**src/design/pmm_pkg.sv**
```systemverilog
// Package for the paged memory manager: request codes, port decodes and shared types.
package pmm_pkg;

    typedef logic [2:0] t_req_type;

    // Request codes.
    localparam t_req_type REQ_PORT_WR   = 3'd0;
    localparam t_req_type REQ_CFG_RD    = 3'd1;
    localparam t_req_type REQ_EXT_RD    = 3'd2;
    localparam t_req_type REQ_FETCH     = 3'd3;
    localparam t_req_type REQ_WR_CHECK  = 3'd4;
    // Spare request codes; they change nothing.
    localparam t_req_type REQ_SPARE_LO  = 3'd5;
    localparam t_req_type REQ_SPARE_HI  = 3'd7;

    // Bit positions in a window flag entry.
    localparam int FL_WP  = 0;
    localparam int FL_RAM = 1;
    localparam int FL_SUB = 2;

    // Full 16-bit port decodes.
    localparam logic [15:0] PORT_EXT_MODE = 16'hEFF7;
    localparam logic [15:0] PORT_PAGING   = 16'h7FFD;

    // Low-byte port decodes.
    localparam logic [7:0] LO_VDRIVE  = 8'hBD;
    localparam logic [7:0] LO_SELDRV  = 8'hFF;
    localparam logic [7:0] LO_SHADOW  = 8'hBF;
    localparam logic [7:0] LO_MODE    = 8'h77;
    localparam logic [7:0] LO_EXT0    = 8'h2F;
    localparam logic [7:0] LO_EXT1    = 8'h4F;
    localparam logic [7:0] LO_EXT2    = 8'h6F;
    localparam logic [7:0] LO_EXT3    = 8'h8F;

    // High-byte group of the virtual-drive port and its write select.
    localparam logic [5:0] HI_VDRIVE_GRP = 6'h04;
    localparam logic [1:0] HI_VDRIVE_SEL = 2'h3;

    // Window register ports, decoded on the low 12 bits.
    localparam logic [11:0] WIN_FULL = 12'hFF7;
    localparam logic [11:0] WIN_PAGE = 12'h7F7;
    localparam logic [11:0] WIN_WP   = 12'hBF7;

    // Shadow configuration read registers (high byte of the port).
    localparam logic [7:0] CFG_RAM_FLAGS = 8'h08;
    localparam logic [7:0] CFG_SUB_FLAGS = 8'h09;
    localparam logic [7:0] CFG_PAGING    = 8'h0A;
    localparam logic [7:0] CFG_EXT_MODE  = 8'h0B;
    localparam logic [7:0] CFG_MODE      = 8'h0C;
    localparam logic [7:0] CFG_VDRIVE    = 8'h13;

    // DOS entry trap: address bits 13:8 of a fetch.
    localparam logic [5:0] DOS_ENTRY_HI = 6'h3D;

    // Fixed pages and reset values.
    localparam logic [7:0] PAGE_VDRIVE    = 8'hFE;
    localparam logic [7:0] PAGE_NONE      = 8'hFF;
    localparam logic [7:0] RD_IDLE        = 8'hFF;
    localparam logic [7:0] MODE_DATA_RST  = 8'h03;
    localparam logic [7:0] MODE_HIGH_RST  = 8'h40;

    // Resolved view of one CPU window.
    typedef struct packed {
        logic [7:0] page;
        logic       is_ram;
    } t_win;

endpackage

```
**src/design/pmm_req_if.sv**
```systemverilog
// Request channel of the paged memory manager: valid, ready and the request beat.
interface pmm_req_if
    import pmm_pkg::*;
();
    logic        valid;
    logic        ready;
    t_req_type   req_type;
    logic [15:0] port_address;
    logic [7:0]  data;

    modport source (output valid, output req_type, output port_address, output data,
                    input ready);
    modport sink   (input valid, input req_type, input port_address, input data,
                    output ready);
endinterface

```
**src/design/pmm_rsp_if.sv**
```systemverilog
// Result channel of the paged memory manager: valid, ready and the result beat.
interface pmm_rsp_if
    import pmm_pkg::*;
();
    logic       valid;
    logic       ready;
    logic [7:0] read_data;
    logic [7:0] win0_page;
    logic       win0_is_ram;
    logic [7:0] win1_page;
    logic       win1_is_ram;
    logic [7:0] win2_page;
    logic       win2_is_ram;
    logic [7:0] win3_page;
    logic       win3_is_ram;
    logic       write_allowed;
    logic       dos_active;

    modport source (output valid, output read_data,
                    output win0_page, output win0_is_ram, output win1_page, output win1_is_ram,
                    output win2_page, output win2_is_ram, output win3_page, output win3_is_ram,
                    output write_allowed, output dos_active, input ready);
    modport sink   (input valid, input read_data,
                    input win0_page, input win0_is_ram, input win1_page, input win1_is_ram,
                    input win2_page, input win2_is_ram, input win3_page, input win3_is_ram,
                    input write_allowed, input dos_active, output ready);
endinterface

```
**src/design/paged_memory_manager_ports.sv**
```systemverilog
// Top level of the paged memory manager: state registers, request decode and result register.
//
// The block sits beside a Z80 bus. Each request beat on i_req is one of: a port write,
// a shadow configuration read, an extended DOS port read, an opcode fetch (M1) or a
// memory write check. Every request beat produces exactly one result beat on o_rsp:
// the four resolved window pages with their RAM flags as they stand after the request,
// the read byte (255 when nothing is read), the write permission of a write check and
// the DOS signal after the request.
// The state is updated at the edge that accepts the request, and the result register is
// loaded at that same edge from the updated state. Throughput is one beat per cycle while
// the receiver takes each beat, set by the single result register; the request side stays
// ready while the result register is empty or is being drained in the same cycle.
// When the receiver stalls, the result beat holds and i_req.ready drops until it is
// taken; no request is lost or reordered.
// Reset (i_rst_n low at a rising edge) returns all window registers to page 255 with
// cleared flags, the paging and extended-mode ports to zero, the mode port to 3 with
// high byte 0x40, the DOS signal to active and the drive registers to zero, and empties
// the result register. No clearing pass is needed.
module paged_memory_manager_ports
    import pmm_pkg::*;
(
    input  logic          i_clk,
    input  logic          i_rst_n,
    pmm_req_if.sink       i_req,
    pmm_rsp_if.source     o_rsp
);

    // Architectural state.
    logic [7:0] r_page  [8];
    logic [2:0] r_flags [8];
    logic [7:0] r_paging;
    logic [7:0] r_ext_mode;
    logic [7:0] r_mode_data;
    logic [7:0] r_mode_high;
    logic [7:0] r_shadow_en;
    logic       r_dos;
    logic [3:0] r_vdrive;
    logic [7:0] r_seldrv;
    logic [7:0] r_ext_regs [4];

    logic [7:0] n_page  [8];
    logic [2:0] n_flags [8];
    logic [7:0] n_paging;
    logic [7:0] n_ext_mode;
    logic [7:0] n_mode_data;
    logic [7:0] n_mode_high;
    logic [7:0] n_shadow_en;
    logic       n_dos;
    logic [3:0] n_vdrive;
    logic [7:0] n_seldrv;
    logic [7:0] n_ext_regs [4];

    // Result register.
    logic       r_out_valid;
    logic [7:0] r_read_data;
    t_win       r_win [4];
    logic       r_write_allowed;
    logic       r_dos_out;

    logic       n_out_valid;
    logic [7:0] n_read_data;
    t_win       n_win [4];
    logic       n_write_allowed;

    // Decode of the request beat.
    logic        accept;
    logic [7:0]  hi;
    logic [7:0]  lo;
    logic        shadow;
    logic [2:0]  seg;
    logic [2:0]  addr_win;
    logic [7:0]  cfg_data;
    logic [7:0]  ext_data;
    logic [7:0]  ram_bits;
    logic [7:0]  sub_bits;
    logic [1:0]  ext_slot;

    assign i_req.ready = !r_out_valid || o_rsp.ready;
    assign accept      = i_req.valid && i_req.ready;

    assign hi       = i_req.port_address[15:8];
    assign lo       = i_req.port_address[7:0];
    assign seg      = {r_paging[4], hi[7:6]};
    assign addr_win = {r_paging[4], i_req.port_address[15:14]};
    assign ext_slot = lo[6:5] - 2'd1;

    // Shadow ports are reachable while DOS is active, when enabled through port BF,
    // or while the mode port leaves shadow protection off.
    assign shadow = r_dos || r_shadow_en[0] || !r_mode_high[1];

    // Resolve one CPU window from its register and the global mode state.
    function automatic t_win resolve(
        input logic       is_win0,
        input logic [7:0] page_in,
        input logic [2:0] flags,
        input logic [7:0] paging,
        input logic [7:0] ext_mode,
        input logic [7:0] mode_high,
        input logic       dos,
        input logic [7:0] seldrv,
        input logic [3:0] vdrive
    );
        t_win       res;
        logic [7:0] p;
        logic       r;
        p = page_in;
        r = flags[FL_RAM];
        if (flags[FL_SUB]) begin
            if (r) begin
                if (ext_mode[2]) begin
                    p = {p[7:3], paging[2:0]};
                end else begin
                    p = {p[7:6], paging[7:5], paging[2:0]};
                end
            end else begin
                p = {p[7:1], dos};
            end
        end
        if (!mode_high[0]) begin
            p = PAGE_NONE;
            r = 1'b0;
        end
        if (is_win0 && ext_mode[3]) begin
            p = 8'h00;
            r = 1'b1;
        end else if (is_win0 && seldrv != 8'h00 && {4'h0, vdrive} == seldrv) begin
            p = PAGE_VDRIVE;
            r = 1'b1;
        end
        if (!r) begin
            p = {3'b000, p[4:0]};
        end
        res.page   = p;
        res.is_ram = r;
        return res;
    endfunction

    // Flag summaries for the configuration read.
    always_comb begin
        for (int i = 0; i < 8; i++) begin
            ram_bits[i] = r_flags[i][FL_RAM];
            sub_bits[i] = r_flags[i][FL_SUB];
        end
    end

    // Shadow configuration read, addressed by the high byte of the port.
    always_comb begin
        if (!shadow) begin
            cfg_data = RD_IDLE;
        end else if (hi[7:3] == 5'b00000) begin
            cfg_data = ~r_page[hi[2:0]];
        end else begin
            case (hi)
                CFG_RAM_FLAGS: cfg_data = ram_bits;
                CFG_SUB_FLAGS: cfg_data = sub_bits;
                CFG_PAGING:    cfg_data = r_paging;
                CFG_EXT_MODE:  cfg_data = r_ext_mode;
                CFG_MODE:      cfg_data = {r_mode_high[6], r_mode_high[1:0], r_dos,
                                           r_mode_data[3:0]};
                CFG_VDRIVE:    cfg_data = {4'h0, r_vdrive};
                default:       cfg_data = RD_IDLE;
            endcase
        end
    end

    // Extended DOS port read, addressed by the low byte of the port.
    always_comb begin
        case (lo)
            LO_EXT0: ext_data = r_ext_regs[0];
            LO_EXT1: ext_data = r_ext_regs[1];
            LO_EXT2: ext_data = r_ext_regs[2];
            LO_EXT3: ext_data = r_ext_regs[3];
            default: ext_data = RD_IDLE;
        endcase
    end

    // Next state and the read part of the result.
    always_comb begin
        n_page      = r_page;
        n_flags     = r_flags;
        n_paging    = r_paging;
        n_ext_mode  = r_ext_mode;
        n_mode_data = r_mode_data;
        n_mode_high = r_mode_high;
        n_shadow_en = r_shadow_en;
        n_dos       = r_dos;
        n_vdrive    = r_vdrive;
        n_seldrv    = r_seldrv;
        n_ext_regs  = r_ext_regs;
        n_read_data     = RD_IDLE;
        n_write_allowed = 1'b0;

        if (accept) begin
            case (i_req.req_type)
                REQ_PORT_WR: begin
                    // Port decodes in priority order; the first match wins.
                    if (lo == LO_VDRIVE && hi[7:2] == HI_VDRIVE_GRP && shadow) begin
                        if (hi[1:0] == HI_VDRIVE_SEL) begin
                            n_vdrive = i_req.data[3:0];
                        end
                    end else if (lo == LO_SELDRV && shadow) begin
                        n_seldrv = i_req.data;
                    end else if (shadow && (lo == LO_EXT0 || lo == LO_EXT1 ||
                                            lo == LO_EXT2 || lo == LO_EXT3)) begin
                        n_ext_regs[ext_slot] = i_req.data;
                    end else if (lo == LO_SHADOW) begin
                        n_shadow_en = i_req.data;
                    end else if (lo == LO_MODE && shadow) begin
                        n_mode_high = hi;
                        n_mode_data = i_req.data;
                    end else if (i_req.port_address == PORT_EXT_MODE) begin
                        n_ext_mode = i_req.data;
                    end else if (i_req.port_address[11:0] == WIN_FULL && shadow) begin
                        // Pages are written inverted; ROM pages keep five bits.
                        n_page[seg] = ~i_req.data & (i_req.data[6] ? 8'h3F : 8'h1F);
                        n_flags[seg] = {i_req.data[7], i_req.data[6], 1'b0};
                    end else if (i_req.port_address[11:0] == WIN_PAGE && shadow) begin
                        n_page[seg] = ~i_req.data;
                        n_flags[seg][FL_RAM] = 1'b1;
                    end else if (i_req.port_address[11:0] == WIN_WP && shadow) begin
                        n_flags[seg][FL_WP] = i_req.data[0];
                    end else if (i_req.port_address == PORT_PAGING) begin
                        // Paging is locked once bit 5 is set in extended mode.
                        if (!(r_ext_mode[2] && r_paging[5])) begin
                            n_paging = i_req.data;
                        end
                    end
                end
                REQ_CFG_RD: begin
                    n_read_data = cfg_data;
                end
                REQ_EXT_RD: begin
                    n_read_data = ext_data;
                end
                REQ_FETCH: begin
                    // Leave DOS on a fetch above the first window while shadow protection is on, re-enter it
                    // on a fetch from the trap area of a substituted window.
                    if (r_dos && i_req.port_address[15:14] != 2'b00 && r_mode_high[1]) begin
                        n_dos = 1'b0;
                        if (i_req.port_address[13:8] == DOS_ENTRY_HI &&
                            r_flags[addr_win][FL_SUB]) begin
                            n_dos = 1'b1;
                        end
                    end else if (!r_dos && i_req.port_address[13:8] == DOS_ENTRY_HI &&
                                 r_flags[addr_win][FL_SUB]) begin
                        n_dos = 1'b1;
                    end
                end
                REQ_WR_CHECK: begin
                    n_write_allowed = !r_flags[addr_win][FL_WP];
                end
                default: begin
                end
            endcase
        end
    end

    // Window resolution from the state as it stands after the request.
    always_comb begin
        for (int w = 0; w < 4; w++) begin
            n_win[w] = resolve(w == 0, n_page[{n_paging[4], 2'(w)}],
                               n_flags[{n_paging[4], 2'(w)}], n_paging, n_ext_mode,
                               n_mode_high, n_dos, n_seldrv, n_vdrive);
        end
    end

    assign n_out_valid = accept || (r_out_valid && !o_rsp.ready);

    always_ff @(posedge i_clk) begin
        if (!i_rst_n) begin
            for (int i = 0; i < 8; i++) begin
                r_page[i]  <= PAGE_NONE;
                r_flags[i] <= 3'b000;
            end
            r_paging    <= 8'h00;
            r_ext_mode  <= 8'h00;
            r_mode_data <= MODE_DATA_RST;
            r_mode_high <= MODE_HIGH_RST;
            r_shadow_en <= 8'h00;
            r_dos       <= 1'b1;
            r_vdrive    <= 4'h0;
            r_seldrv    <= 8'h00;
            for (int i = 0; i < 4; i++) begin
                r_ext_regs[i] <= 8'h00;
            end
            r_out_valid <= 1'b0;
        end else begin
            r_page      <= n_page;
            r_flags     <= n_flags;
            r_paging    <= n_paging;
            r_ext_mode  <= n_ext_mode;
            r_mode_data <= n_mode_data;
            r_mode_high <= n_mode_high;
            r_shadow_en <= n_shadow_en;
            r_dos       <= n_dos;
            r_vdrive    <= n_vdrive;
            r_seldrv    <= n_seldrv;
            r_ext_regs  <= n_ext_regs;
            r_out_valid <= n_out_valid;
        end
    end

    // Result payload loads only when a request is accepted, so a stalled beat holds.
    always_ff @(posedge i_clk) begin
        if (accept) begin
            r_read_data     <= n_read_data;
            r_win           <= n_win;
            r_write_allowed <= n_write_allowed;
            r_dos_out       <= n_dos;
        end
    end

    assign o_rsp.valid         = r_out_valid;
    assign o_rsp.read_data     = r_read_data;
    assign o_rsp.win0_page     = r_win[0].page;
    assign o_rsp.win0_is_ram   = r_win[0].is_ram;
    assign o_rsp.win1_page     = r_win[1].page;
    assign o_rsp.win1_is_ram   = r_win[1].is_ram;
    assign o_rsp.win2_page     = r_win[2].page;
    assign o_rsp.win2_is_ram   = r_win[2].is_ram;
    assign o_rsp.win3_page     = r_win[3].page;
    assign o_rsp.win3_is_ram   = r_win[3].is_ram;
    assign o_rsp.write_allowed = r_write_allowed;
    assign o_rsp.dos_active    = r_dos_out;

endmodule
```
**src/flat_wrapper.sv**
```systemverilog
// flat-port wrapper written by rule: the top's interface ports become plain ports
module paged_memory_manager_ports_flat import pmm_pkg::*;
  (i_clk, i_rst_n, i_req_valid, i_req_req_type, i_req_port_address, i_req_data, i_req_ready, o_rsp_valid, o_rsp_read_data, o_rsp_win0_page, o_rsp_win0_is_ram, o_rsp_win1_page, o_rsp_win1_is_ram, o_rsp_win2_page, o_rsp_win2_is_ram, o_rsp_win3_page, o_rsp_win3_is_ram, o_rsp_write_allowed, o_rsp_dos_active, o_rsp_ready);
  pmm_req_if i_req_i ();
  pmm_rsp_if o_rsp_i ();
  input  logic i_clk;
  input  logic i_rst_n;
  input wire logic [$bits(i_req_i.valid)-1:0] i_req_valid;
  input wire logic [$bits(i_req_i.req_type)-1:0] i_req_req_type;
  input wire logic [$bits(i_req_i.port_address)-1:0] i_req_port_address;
  input wire logic [$bits(i_req_i.data)-1:0] i_req_data;
  output wire logic [$bits(i_req_i.ready)-1:0] i_req_ready;
  output wire logic [$bits(o_rsp_i.valid)-1:0] o_rsp_valid;
  output wire logic [$bits(o_rsp_i.read_data)-1:0] o_rsp_read_data;
  output wire logic [$bits(o_rsp_i.win0_page)-1:0] o_rsp_win0_page;
  output wire logic [$bits(o_rsp_i.win0_is_ram)-1:0] o_rsp_win0_is_ram;
  output wire logic [$bits(o_rsp_i.win1_page)-1:0] o_rsp_win1_page;
  output wire logic [$bits(o_rsp_i.win1_is_ram)-1:0] o_rsp_win1_is_ram;
  output wire logic [$bits(o_rsp_i.win2_page)-1:0] o_rsp_win2_page;
  output wire logic [$bits(o_rsp_i.win2_is_ram)-1:0] o_rsp_win2_is_ram;
  output wire logic [$bits(o_rsp_i.win3_page)-1:0] o_rsp_win3_page;
  output wire logic [$bits(o_rsp_i.win3_is_ram)-1:0] o_rsp_win3_is_ram;
  output wire logic [$bits(o_rsp_i.write_allowed)-1:0] o_rsp_write_allowed;
  output wire logic [$bits(o_rsp_i.dos_active)-1:0] o_rsp_dos_active;
  input wire logic [$bits(o_rsp_i.ready)-1:0] o_rsp_ready;
  assign i_req_i.valid = i_req_valid;
  assign i_req_i.req_type = i_req_req_type;
  assign i_req_i.port_address = i_req_port_address;
  assign i_req_i.data = i_req_data;
  assign i_req_ready = i_req_i.ready;
  assign o_rsp_valid = o_rsp_i.valid;
  assign o_rsp_read_data = o_rsp_i.read_data;
  assign o_rsp_win0_page = o_rsp_i.win0_page;
  assign o_rsp_win0_is_ram = o_rsp_i.win0_is_ram;
  assign o_rsp_win1_page = o_rsp_i.win1_page;
  assign o_rsp_win1_is_ram = o_rsp_i.win1_is_ram;
  assign o_rsp_win2_page = o_rsp_i.win2_page;
  assign o_rsp_win2_is_ram = o_rsp_i.win2_is_ram;
  assign o_rsp_win3_page = o_rsp_i.win3_page;
  assign o_rsp_win3_is_ram = o_rsp_i.win3_is_ram;
  assign o_rsp_write_allowed = o_rsp_i.write_allowed;
  assign o_rsp_dos_active = o_rsp_i.dos_active;
  assign o_rsp_i.ready = o_rsp_ready;
  paged_memory_manager_ports u_core (.i_clk(i_clk), .i_rst_n(i_rst_n), .i_req(i_req_i), .o_rsp(o_rsp_i));
endmodule
```
**config.mk**
```make
export PLATFORM = sky130hd
export DESIGN_NAME = paged_memory_manager_ports_flat
export DESIGN_NICKNAME = d
export VERILOG_FILES = /design/src/design/pmm_pkg.sv /design/src/design/pmm_req_if.sv /design/src/design/pmm_rsp_if.sv /design/src/design/paged_memory_manager_ports.sv /design/src/flat_wrapper.sv
export SDC_FILE = /design/constraint.sdc
export NUM_CORES = 1
export LEC_CHECK = 0
export CORE_MARGIN = 5
export CORE_UTILIZATION = 25
export DETAILED_ROUTE_END_ITERATION = 8
export DONT_BUFFER_PORTS = 1
export PLACE_DENSITY_LB_ADDON = 0.12
export SLEW_MARGIN = 20
export SYNTH_ARGS = -nofsm -noshare
export SYNTH_HDL_FRONTEND = slang
export SYNTH_SLANG_ARGS = --single-unit
```
**constraint.sdc**
```tcl
create_clock -name i_clk -period 10.7 [get_ports i_clk]
set_clock_uncertainty 0.2 [all_clocks]
set_input_delay 1.605 -clock i_clk [delete_from_list [all_inputs] [get_ports i_clk]]
set_output_delay 1.605 -clock i_clk [all_outputs]
set_load 0.005 [all_outputs]
```
## Word-level counts from Yosys, hierarchy flattened

Index checks and enable logic that the tools add are counted.

| word-level totals | value |
|---|---|
| flip-flop bits (word level) | 208 |
| bits of input ports | 31 |
| output and inout bits | 48 |
| word-level logic and storage cells | 284 |

| operators by class | value |
|---|---|
| $add $sub $neg | 1 |
| magnitude comparators | 9 |
| equality and inequality tests | 27 |
| mux-type cells | 137 |
| bitwise operators | 22 |
| reduce and logical (&&, ||, !) cells | 41 |

Operators with widths:

| operator | count |
|---|---|
| $mux W64 | 10 |
| $mux W8 | 37 |
| $mux W24 | 11 |
| $bwmux W64 | 2 |
| $bmux W8 S3 | 5 |
| $mux W6 | 13 |
| $bwmux W24 | 2 |
| $mux W4 | 12 |
| $pmux W8 S6 | 1 |
| $bmux W3 S3 | 5 |
| $eq A8 B4 Y1 const B | 5 |
| $mux W3 | 11 |
| $bwmux W32 | 1 |
| $eq A8 B8 Y1 const B | 4 |
| $pmux W8 S4 | 1 |
| $demux W3 S3 | 3 |
| $demux W8 S3 | 1 |
| $eq A12 B12 Y1 const B | 2 |
| $eq A8 B7 Y1 const B | 3 |
| $ge A4 B4 Y1 const B | 6 |
| $not A3 Y4 | 6 |
| $or A24 B24 Y24 | 1 |
| $logic_and A1 B1 Y1 | 19 |
| $mux W1 | 19 |
| 35 further kinds | 57 |

## Longest topological paths before layout

Gate-level depths: netlist of run 1.

| depth | value |
|---|---|
| depth in word-level cells | 25 |
| gate-level depth with buffers | 12 |
| mapped depth without buffers | 8 |

## Least setup slack after synthesis of run 1

No wires, ideal clock.

| timing | value |
|---|---|
| kind | input to register |
| start point | input port o_rsp_ready |
| end point | register u_core.r_win, in the netlist u_core.o_rsp.win0_page[0], data pin |
| setup time | 0.129 ns |
| arrival | 4.255 ns |
| data required time | 10.371 ns |
| setup slack | 6.115 ns |
| stages on the path | 7 |
| path buffers | 0 |
| cell sequence | nand2b_1 -> and2_1 -> nand4b_1 -> o41ai_1 -> nand3_1 -> a32oi_1 -> o21a_1 |

| between the ends | value |
|---|---|
| elaborated cells between the ends (all ways) | 26 |
| those cells by class | eq/ne (1); mux (20); bitwise (1); reduce/logical (4) |

RTL lines:

| item | line | source |
|---|---|---|
| from (decl) | flat_wrapper.sv:25 | `input wire logic [$bits(o_rsp_i.ready)-1:0] o_rsp_ready;` |
| $logic_or A1 B1 Y1 | paged_memory_manager_ports.sv:78 | `assign i_req.ready = !r_out_valid \|\| o_rsp.ready;` |
| $logic_and A1 B1 Y1 | paged_memory_manager_ports.sv:79 | `assign accept = i_req.valid && i_req.ready;` |
| via u_core.accept | paged_memory_manager_ports.sv:66 | `logic accept;` |
| $mux W1 | paged_memory_manager_ports.sv:193 | `if (accept) begin` |
| via u_core.n_dos | paged_memory_manager_ports.sv:48 | `logic n_dos;` |
| $mux W6 | paged_memory_manager_ports.sv:109 | `if (r) begin` |
| $mux W6 | paged_memory_manager_ports.sv:108 | `if (flags[FL_SUB]) begin` |
| $mux W8 | paged_memory_manager_ports.sv:119 | `if (!mode_high[0]) begin` |
| $mux W8 | paged_memory_manager_ports.sv:126 | `end else if (is_win0 && seldrv != 8'h00 && {4'h0, vdrive} == seldrv) begin` |
| $mux W8 | paged_memory_manager_ports.sv:123 | `if (is_win0 && ext_mode[3]) begin` |
| to (signal assigned) | paged_memory_manager_ports.sv:307 | `r_win <= n_win;` |
| to (decl) | paged_memory_manager_ports.sv:56 | `t_win r_win [4];` |

The timed path passes the listed nets, and every way through them passes these cells. The select of a mux whose other input is x is not followed.
A chain may end at the register's enable or synchronous reset.

## Worst setup path in the final report of run 1

| timing | value |
|---|---|
| start point | input port i_req_port_address[3] |
| end point | register u_core.r_win, in the netlist u_core.o_rsp.win1_page[0], data pin |

| between the ends | value |
|---|---|
| longest elaborated chain between the ends | 20 |
| elaborated cells between the ends (all ways) | 75 |
| those cells by class | eq/ne (13); mux (50); bitwise (1); reduce/logical (11) |

RTL lines:

| item | line | source |
|---|---|---|
| from (decl) | flat_wrapper.sv:10 | `input wire logic [$bits(i_req_i.port_address)-1:0] i_req_port_address;` |
| $eq A16 B15 Y1 or $eq A12 B12 Y1 (tied branches) | paged_memory_manager_ports.sv:222, paged_memory_manager_ports.sv:220 |  |
| $mux W8 or $logic_and A1 B1 Y1 (tied branches) | paged_memory_manager_ports.sv:222, paged_memory_manager_ports.sv:220 |  |
| $mux W8 | paged_memory_manager_ports.sv:220 | `end else if (i_req.port_address[11:0] == WIN_WP && shadow) begin` |
| $mux W8 | paged_memory_manager_ports.sv:217 | `end else if (i_req.port_address[11:0] == WIN_PAGE && shadow) begin` |
| $mux W8 | paged_memory_manager_ports.sv:213 | `end else if (i_req.port_address[11:0] == WIN_FULL && shadow) begin` |
| $mux W8 | paged_memory_manager_ports.sv:211 | `end else if (i_req.port_address == PORT_EXT_MODE) begin` |
| $mux W8 | paged_memory_manager_ports.sv:208 | `end else if (lo == LO_MODE && shadow) begin` |
| $mux W8 | paged_memory_manager_ports.sv:206 | `end else if (lo == LO_SHADOW) begin` |
| [... 3 more ...] | - |  |
| $mux W8 | paged_memory_manager_ports.sv:194 | `case (i_req.req_type)` |
| $mux W8 | paged_memory_manager_ports.sv:193 |  |
| $not A3 Y4 (implied by the code) | paged_memory_manager_ports.sv:261, paged_memory_manager_ports.sv:262 |  |
| $bmux W3 S3 | paged_memory_manager_ports.sv:262 | `n_flags[{n_paging[4], 2'(w)}], n_paging, n_ext_mode,` |
| $mux W3 (implied by the code) (2 in a row) | paged_memory_manager_ports.sv:262 |  |
| $mux W6 | paged_memory_manager_ports.sv:109 |  |
| $mux W6 | paged_memory_manager_ports.sv:108 |  |
| $mux W8 * | paged_memory_manager_ports.sv:119 |  |

Mark *: on every way between the ends. The rest lies on a longest branch, timed or not. The select of a mux whose other input is x is not followed.

==> results of run 1 <==
power groups by stage:
stage          sequential [W]  combinational (W)  clock (W)
6_report             0.000793          0.0000486   0.000877
3_3_place_gp         0.000810          0.0000489          0
3_5_place_dp         0.000810          0.0000482          0
4_1_cts              0.000793          0.0000484   0.000898
2_1_floorplan        0.000809          0.0000540          0
5_1_grt              0.000793          0.0000515   0.000929
critical path, delay by kind of cell:
family,cells,cell delay (ns)
AO/OA/AOI/OAI,2,0.50
multiplexers,2,0.60
AND/OR/NAND/NOR,4,2.43
stage by stage:
step                area [um2]  hold slack [ns]  total power, W  worst slack (ns)
global placement         11400            0.258        0.000859              5.32
CTS                      12200            0.279         0.00174              5.81
detailed placement       11400            0.267        0.000858              5.25
floorplan                10900            0.241        0.000863              6.12
global route             12200            0.302         0.00177              5.65
finish                   12200            0.278         0.00172              5.67
area by class of cell:
type	count	share of cell area, %
Timing Repair Buffer	16	0.981
Clock buffer	34	5.63
Tap cell	585	5.98
Sequential cell	204	37.1
Inverter	24	0.736
Multi-Input combinational cell	863	48.5
Clock inverter	11	1.08
sequential cells by signal, indices dropped and copies added (netlist names), 3 cells and up:
name	count
u_core.o_rsp.win1_page	8
u_core.r_mode_high	3
u_core.o_rsp.win0_page	8
u_core.o_rsp.win3_page	8
u_core.r_seldrv	8
u_core.r_ext_regs	32
u_core.r_vdrive	4
u_core.r_mode_data	4
u_core.r_flags	24
u_core.r_page	64
u_core.r_ext_mode	8
u_core.o_rsp.win2_page	8
u_core.r_paging	8
u_core.o_rsp.read_data	8
final timing paths:
| kind | startpoint | endpoint | slack [ns] |
|---|---|---|---|
| max reg2reg | u_core.r_mode_high[1] | u_core.o_rsp.win1_page[4] | 6.52 |
| min reg2reg | u_core.r_flags[9] | u_core.r_flags[9] | 0.28 |
| max | i_req_port_address[3] | u_core.o_rsp.win1_page[0] | 5.67 |
| min | u_core.r_flags[9] | u_core.r_flags[9] | 0.28 |
synth_stat cells (all sizes together), types with 4 or more instances:
library cell,instances,share of area (%)
nand2b,15,0.86
nor4,20,1.8
nand3b,5,0.34
a22oi,5,0.34
o22ai,17,1.1
buf,28,1.2
mux4,24,4.9
nand4,24,1.6
o211ai,50,3.4
and4,5,0.40
nor3b,5,0.45
nand4b,4,0.32
a2111oi,4,0.61
or3,8,0.50
mux2i,98,9.0
o21a,7,0.48
or2,10,0.57
inv,23,0.79
nand3,35,1.6
nor3,55,2.6
edfxtp,46,13
a21oi,63,3.0
mux2,22,2.3
o31ai,8,0.55
nand2,112,3.8
nor2,130,4.5
and2,21,1.2
dfxtp,158,29
o21ai,37,1.7
a32oi,5,0.40
a221oi,7,0.56
clkbuf,62,2.1
a31oi,4,0.23
a211o,4,0.32
a211oi,23,1.6
layer usage:
layer / up-vias / track usage, % / part of all wire [%]
met5: - / 0 / 0.029
met4: 2 / 5.67 / 2.9
met3: 64 / 2.83 / 6.4
met2: 352 / 28.7 / 44
met1: 4741 / 26.4 / 46
li1: 4308 / - / -
kinds of logic (layout without fill, tap and decap cells):
logic type	Yosys count	after routing	synth area share [%]
buffers and inverters	114	85	4.18
XOR/XNOR	3	3	0.241
multiplexers	144	144	16.3
flip-flops	204	204	41.6
AO/OA/AOI/OAI	249	249	15.7
AND/OR/NAND/NOR	467	467	22.0
==> out/results.ini, run 1 <==
[logic_synthesis]
syn_area_per_cell_um2 = 9.25
synth-async-reset-ratio_pct = 0
synth_edf_count = 46
ys_ff_latch = 204
yosysWarnings = 0
syn_inst = 1181
syn_area_um2 = 10900
synth_top_flop_cell = dfxtp_1
synth.distinct_cells = 81
seq_area_frac_synth_pct = 41.6
syn-num-nets = 1212

[sta]
setup_viol = 0
max_clock_freq_mhz = 199
rsz0062_at_grt = false
min_period_over_period_pct = 47.0
fin_crit_ns = 5.03
slew_viol_final = 0
relSlewSlack_pct = 24.9
tightest_slew_ns = 1.12
tns_ns = 0
hold_violations = 0

[global_routing]
gr-total-overflow = 0
globalRouteTotalUtil_pct = 18.4
antenna_found_initial = 3
grt_pass1_vias = 8974
grt_pass1_wl_mm = 65.7
grt_max_degree = 73

[critical_path]
slowest_delay_ns = 0.99
worstPathMaxFanout = 7
path_class = in -> reg
reg2reg_depth = 8
arrival_ns = 5.12
cp_cell_sequence = nand4b_1 -> nor3_1 -> nand2_1 -> nor4_2 -> o22ai_2 -> mux2i_1 -> mux2_1 -> a211o_1
critical_path_required_ns = 10.80
critPathCaptureType = register
cp-start-kind = input port
slowest_stage = nor4_2

[die]
die_w_um = 219
rows = 76
dieArea_um2 = 48000
core_region_area_um2 = 43200
fp.dieH_um = 219
initial_core_util_pct = 25.3
ios = 79

[power]
combPwrFrac_pct = 2.8
switching_share_pct = 22.8
p_per_area_nw_per_um2 = 140
p_sw_w = 0.000391
clock_power_share_pct = 51.0
ir_worst_vdd_v = 0.000104
p_leak_nw = 4.49
pwr-share-seq_pct = 46.1
p_int_w = 0.00133

[min_path]
min_path_cells = 2
worstHoldPathType = reg -> reg

[clocking]
cts_max_level = 1
clockBufferDepth = 3
cts_tree = yes
root_buffer = clkbuf_16
post_cts_resized = 0
clock-sinks = 204
ctsHoldBuffers = 0
post_cts_buffers = 0
cts_inserted_buffers = 25
clk_pin_slew_worst_paths_ns = 0.07
clock_latency_ns = 0.56

[cells_and_area]
syn_to_final_growth_pct = 12.1
fillerInstances = 4612
multi_input_area_um2 = 5930
num_antenna_cells = 0
final_layout_size_suffix_gt1_share_pct = 11.9
nets = 1165
fin_util_pct = 28.4
final_common_cell = dfxtp_1
seqCellArea_um2 = 4540
mostFrequentLayoutCells = dfxtp_1, nor2_1, nand2_1
final_cells = 1737

[place]
post-place-cells = 1692
globalplace.congestion = 0.887
dp_hpwl_mm = 32.5
portBuffers = 0

[routing]
routed_via_density = 5.45
wirelength_mm = 45.4
ant_nets = 0
wl_per_cell_um = 26.2
num_vias = 9467
drc = 0
drt_pass1_iterations = 6
drt_iter0_markers = 759

[run]
maxCapViolations = 0

[run_status]
status = completed

No activity file was read; power rests on OpenSTA's default activity.
==> inputs of run 2 (changes only) <==
--- a/config.mk
+++ b/config.mk
@@ -5,6 +5,7 @@
 export SDC_FILE = /design/constraint.sdc
 export NUM_CORES = 1
 export LEC_CHECK = 0
+export ABC_AREA = 1
 export CORE_MARGIN = 5
 export CORE_UTILIZATION = 25
 export DETAILED_ROUTE_END_ITERATION = 8
==> constraint.sdc (replaced) <==
create_clock -name i_clk -period 4.65 [get_ports i_clk]
set_clock_uncertainty 0.2 [all_clocks]
set_input_delay 0.6975 -clock i_clk [delete_from_list [all_inputs] [get_ports i_clk]]
set_output_delay 0.6975 -clock i_clk [all_outputs]
set_load 0.005 [all_outputs]
==> run 2 against run 1 <==
Against the previous run: via count grew 21%; clock power grew 140%; first-iteration DRC count up 55%; critical path depth rose by 6; area after synthesis increased by 6.0%; highest routed layer is now met4; utilization up 0.34 points; synthesized cell count up 38%; final cell count rose by 29%; sequential cell count unchanged; largest cell class unchanged.
==> out/results.ini, run 2 <==
[logic_synthesis]
synth_top_family_by_area = simple AND/OR/NAND/NOR gates
synth_compound_area_share_pct = 19.7
syn_inst = 1630
synth-async-reset-ratio_pct = 0
yosysWarnings = 0
synth_top_cell_by_area = dfxtp_1
synthTopCellsByArea = dfxtp_1, nand2_1, edfxtp_1
ys_ff_latch = 204
syn_area_per_cell_um2 = 7.10
syn_area_um2 = 11600
netlist.area_leader.share_pct = 27.3
synth.most_common_cell = nand2_1
synth_commonest_cells = nand2_1, dfxtp_1, inv_1, o21ai_0, nand3_1
synth_top_flop_cell = dfxtp_1
syn-num-nets = 1661
synth.distinct_cells = 53
synthSimpleGateAreaFrac_pct = 31.9
synth_edf_count = 46
synthXorXnorAreaFrac_pct = 0
synth_fa_ha_area_share_pct = 0
seq_area_frac_synth_pct = 39.3
synth_mux_area_share_pct = 0

[run_status]
status = completed

[sta]
slew_viol_final = 0
tightest_slew_ns = 1.10
relSlewSlack_pct = 26.0
hold_violations = 0
tns_ns = 0
whs_ns = 0.0676
rsz0062_at_grt = false
min_period_over_period_pct = 73.8
fin_crit_ns = 3.43
setup_viol = 0
max_clock_freq_mhz = 291

[power]
p_leak_nw = 5.33
ir_worst_vdd_v = 0.000216
p_int_w = 0.00318
clock_power_share_pct = 48.1
p_sw_w = 0.00118
pwr-share-seq_pct = 42.4
switching_share_pct = 27.1
power_w = 0.00436
combPwrFrac_pct = 9.5
p_per_area_nw_per_um2 = 334

[routing]
drt_iter0_markers = 1179
ant_nets = 0
wl_per_cell_um = 23.7
drc = 0
num_vias = 11500
wirelength_mm = 53.2
drt_pass1_iterations = 6
routed_via_density = 5.11

[clocking]
clockBufferDepth = 3
cts_inserted_buffers = 27
clock-sinks = 204
clk_pin_slew_worst_paths_ns = 0.06
clock_latency_ns = 0.56
cts_max_level = 1
post_cts_resized = 0
ctsHoldBuffers = 0
root_buffer = clkbuf_16
cts_tree = yes
post_cts_buffers = 0

[place]
globalplace.congestion = 0.940
dp_hpwl_mm = 39.5
portBuffers = 0
post-place-cells = 2194

[critical_path]
critPathCaptureType = register
cp-start-kind = register
crit_path_frequent_cell = nand3_1
slowest_stage = dfxtp_1
reg2reg_depth = 14
worstReg2RegStart = u_core.r_paging[4]
critPathBufInv = 5
slowest_delay_ns = 0.70
path_class = reg -> reg
reg2reg_slack_ns = 1.22
r2r-end = u_core.o_rsp.win3_page[3]
cp_cell_sequence = clkinv_1 -> buf_4 -> nand3_1 -> inv_1 -> nand2_1 -> inv_1 -> o21ai_0 -> nand3_1 -> nand3_1 -> nand2_2 -> nand3_4 -> clkinv_1 -> nand2_1 -> nand3_1
worstPathMaxFanout = 11
cp_top_family = simple AND/OR/NAND/NOR gates
arrival_ns = 3.49
critical_path_required_ns = 4.71

[global_routing]
grt_pass1_vias = 11000
gr-total-overflow = 0
globalRouteTotalUtil_pct = 20.4
antenna_found_initial = 1
grt_max_degree = 79
grt_pass1_wl_mm = 77.4

[die]
die_w_um = 225
dieArea_um2 = 50700
initial_core_util_pct = 25.4
rows = 78
ios = 79
core_region_area_um2 = 45600
fp.dieH_um = 225

[min_path]
min_to = u_core.r_mode_data[1]
min_path_cells = 1
hp-start = i_rst_n
worstHoldPathType = in -> reg

[cells_and_area]
top_regs = u_core.r_page x64, u_core.r_ext_regs x32, u_core.r_flags x24
final_cells = 2243
final_common_cell = nand2_1
mostFrequentLayoutCells = nand2_1, dfxtp_1, inv_1
num_antenna_cells = 0
final_layout_size_suffix_gt1_share_pct = 13.6
nets = 1654
fin_util_pct = 28.7
syn_to_final_growth_pct = 12.9
largest_reg_flops = 64
top_register = u_core.r_page

[run]
maxCapViolations = 0

## run 2: worst max path at each step
| stage | from | endpoint | slack [ns] | depth (start not counted) |
|---|---|---|---|---|
| after floorplan | o_rsp_ready | u_core.o_rsp.win2_page[0] | 0.81 | 10 |
| after CTS | u_core.r_dos | u_core.o_rsp.win0_page[5] | 1.27 | 13 |
| after detailed placement | o_rsp_ready | u_core.o_rsp.win3_page[3] | 1.03 | 12 |
| final | u_core.r_paging[4] | u_core.o_rsp.win3_page[3] | 1.22 | 14 |
| after global placement | o_rsp_ready | u_core.o_rsp.win3_page[3] | 1.05 | 12 |
| after global routing | u_core.r_dos | u_core.o_rsp.win2_page[4] | 1.11 | 16 |
## run 2: layout make-up
type,count,area [um2]
Sequential cell,204,4540
Multi-Input combinational cell,1171,5970
Timing Repair Buffer,30,225
Inverter,189,716
Tap cell,600,751
Clock buffer,38,767
Clock inverter,11,101
Fill cell,5030,32500
## run 2: layer usage
metal | share of wire (%) | GRT usage (%)
met5 | 0 | 0
met2 | 46 | 33.5
met4 | 2.7 | 5.35
met3 | 5.7 | 2.97
met1 | 45 | 28.1
## run 2: kinds of logic (layout without fill, tap and decap cells)
kind of cell           after synthesis  after routing
AO/OA/AOI/OAI                      390            390
AND/OR/NAND/NOR                    781            781
flip-flops                         204            204
buffers and inverters              255            268
## run 2: per-stage QoR
step	instance area [um2]	worst slack (ns)
after floorplan	11600	0.815
after global placement	12200	1.05
after detailed placement	12200	1.03
after CTS	13100	1.27
after global routing	13100	1.11
final	13100	1.22
## run 2: power by group through the flow
stage          Sequential [W]  Combinational, W  Clock (W)
6_report              0.00185          0.000413    0.00210
3_3_place_gp          0.00189          0.000412          0
4_1_cts               0.00185          0.000411    0.00215
3_5_place_dp          0.00189          0.000410          0
5_1_grt               0.00185          0.000446    0.00221
2_1_floorplan         0.00188          0.000278          0
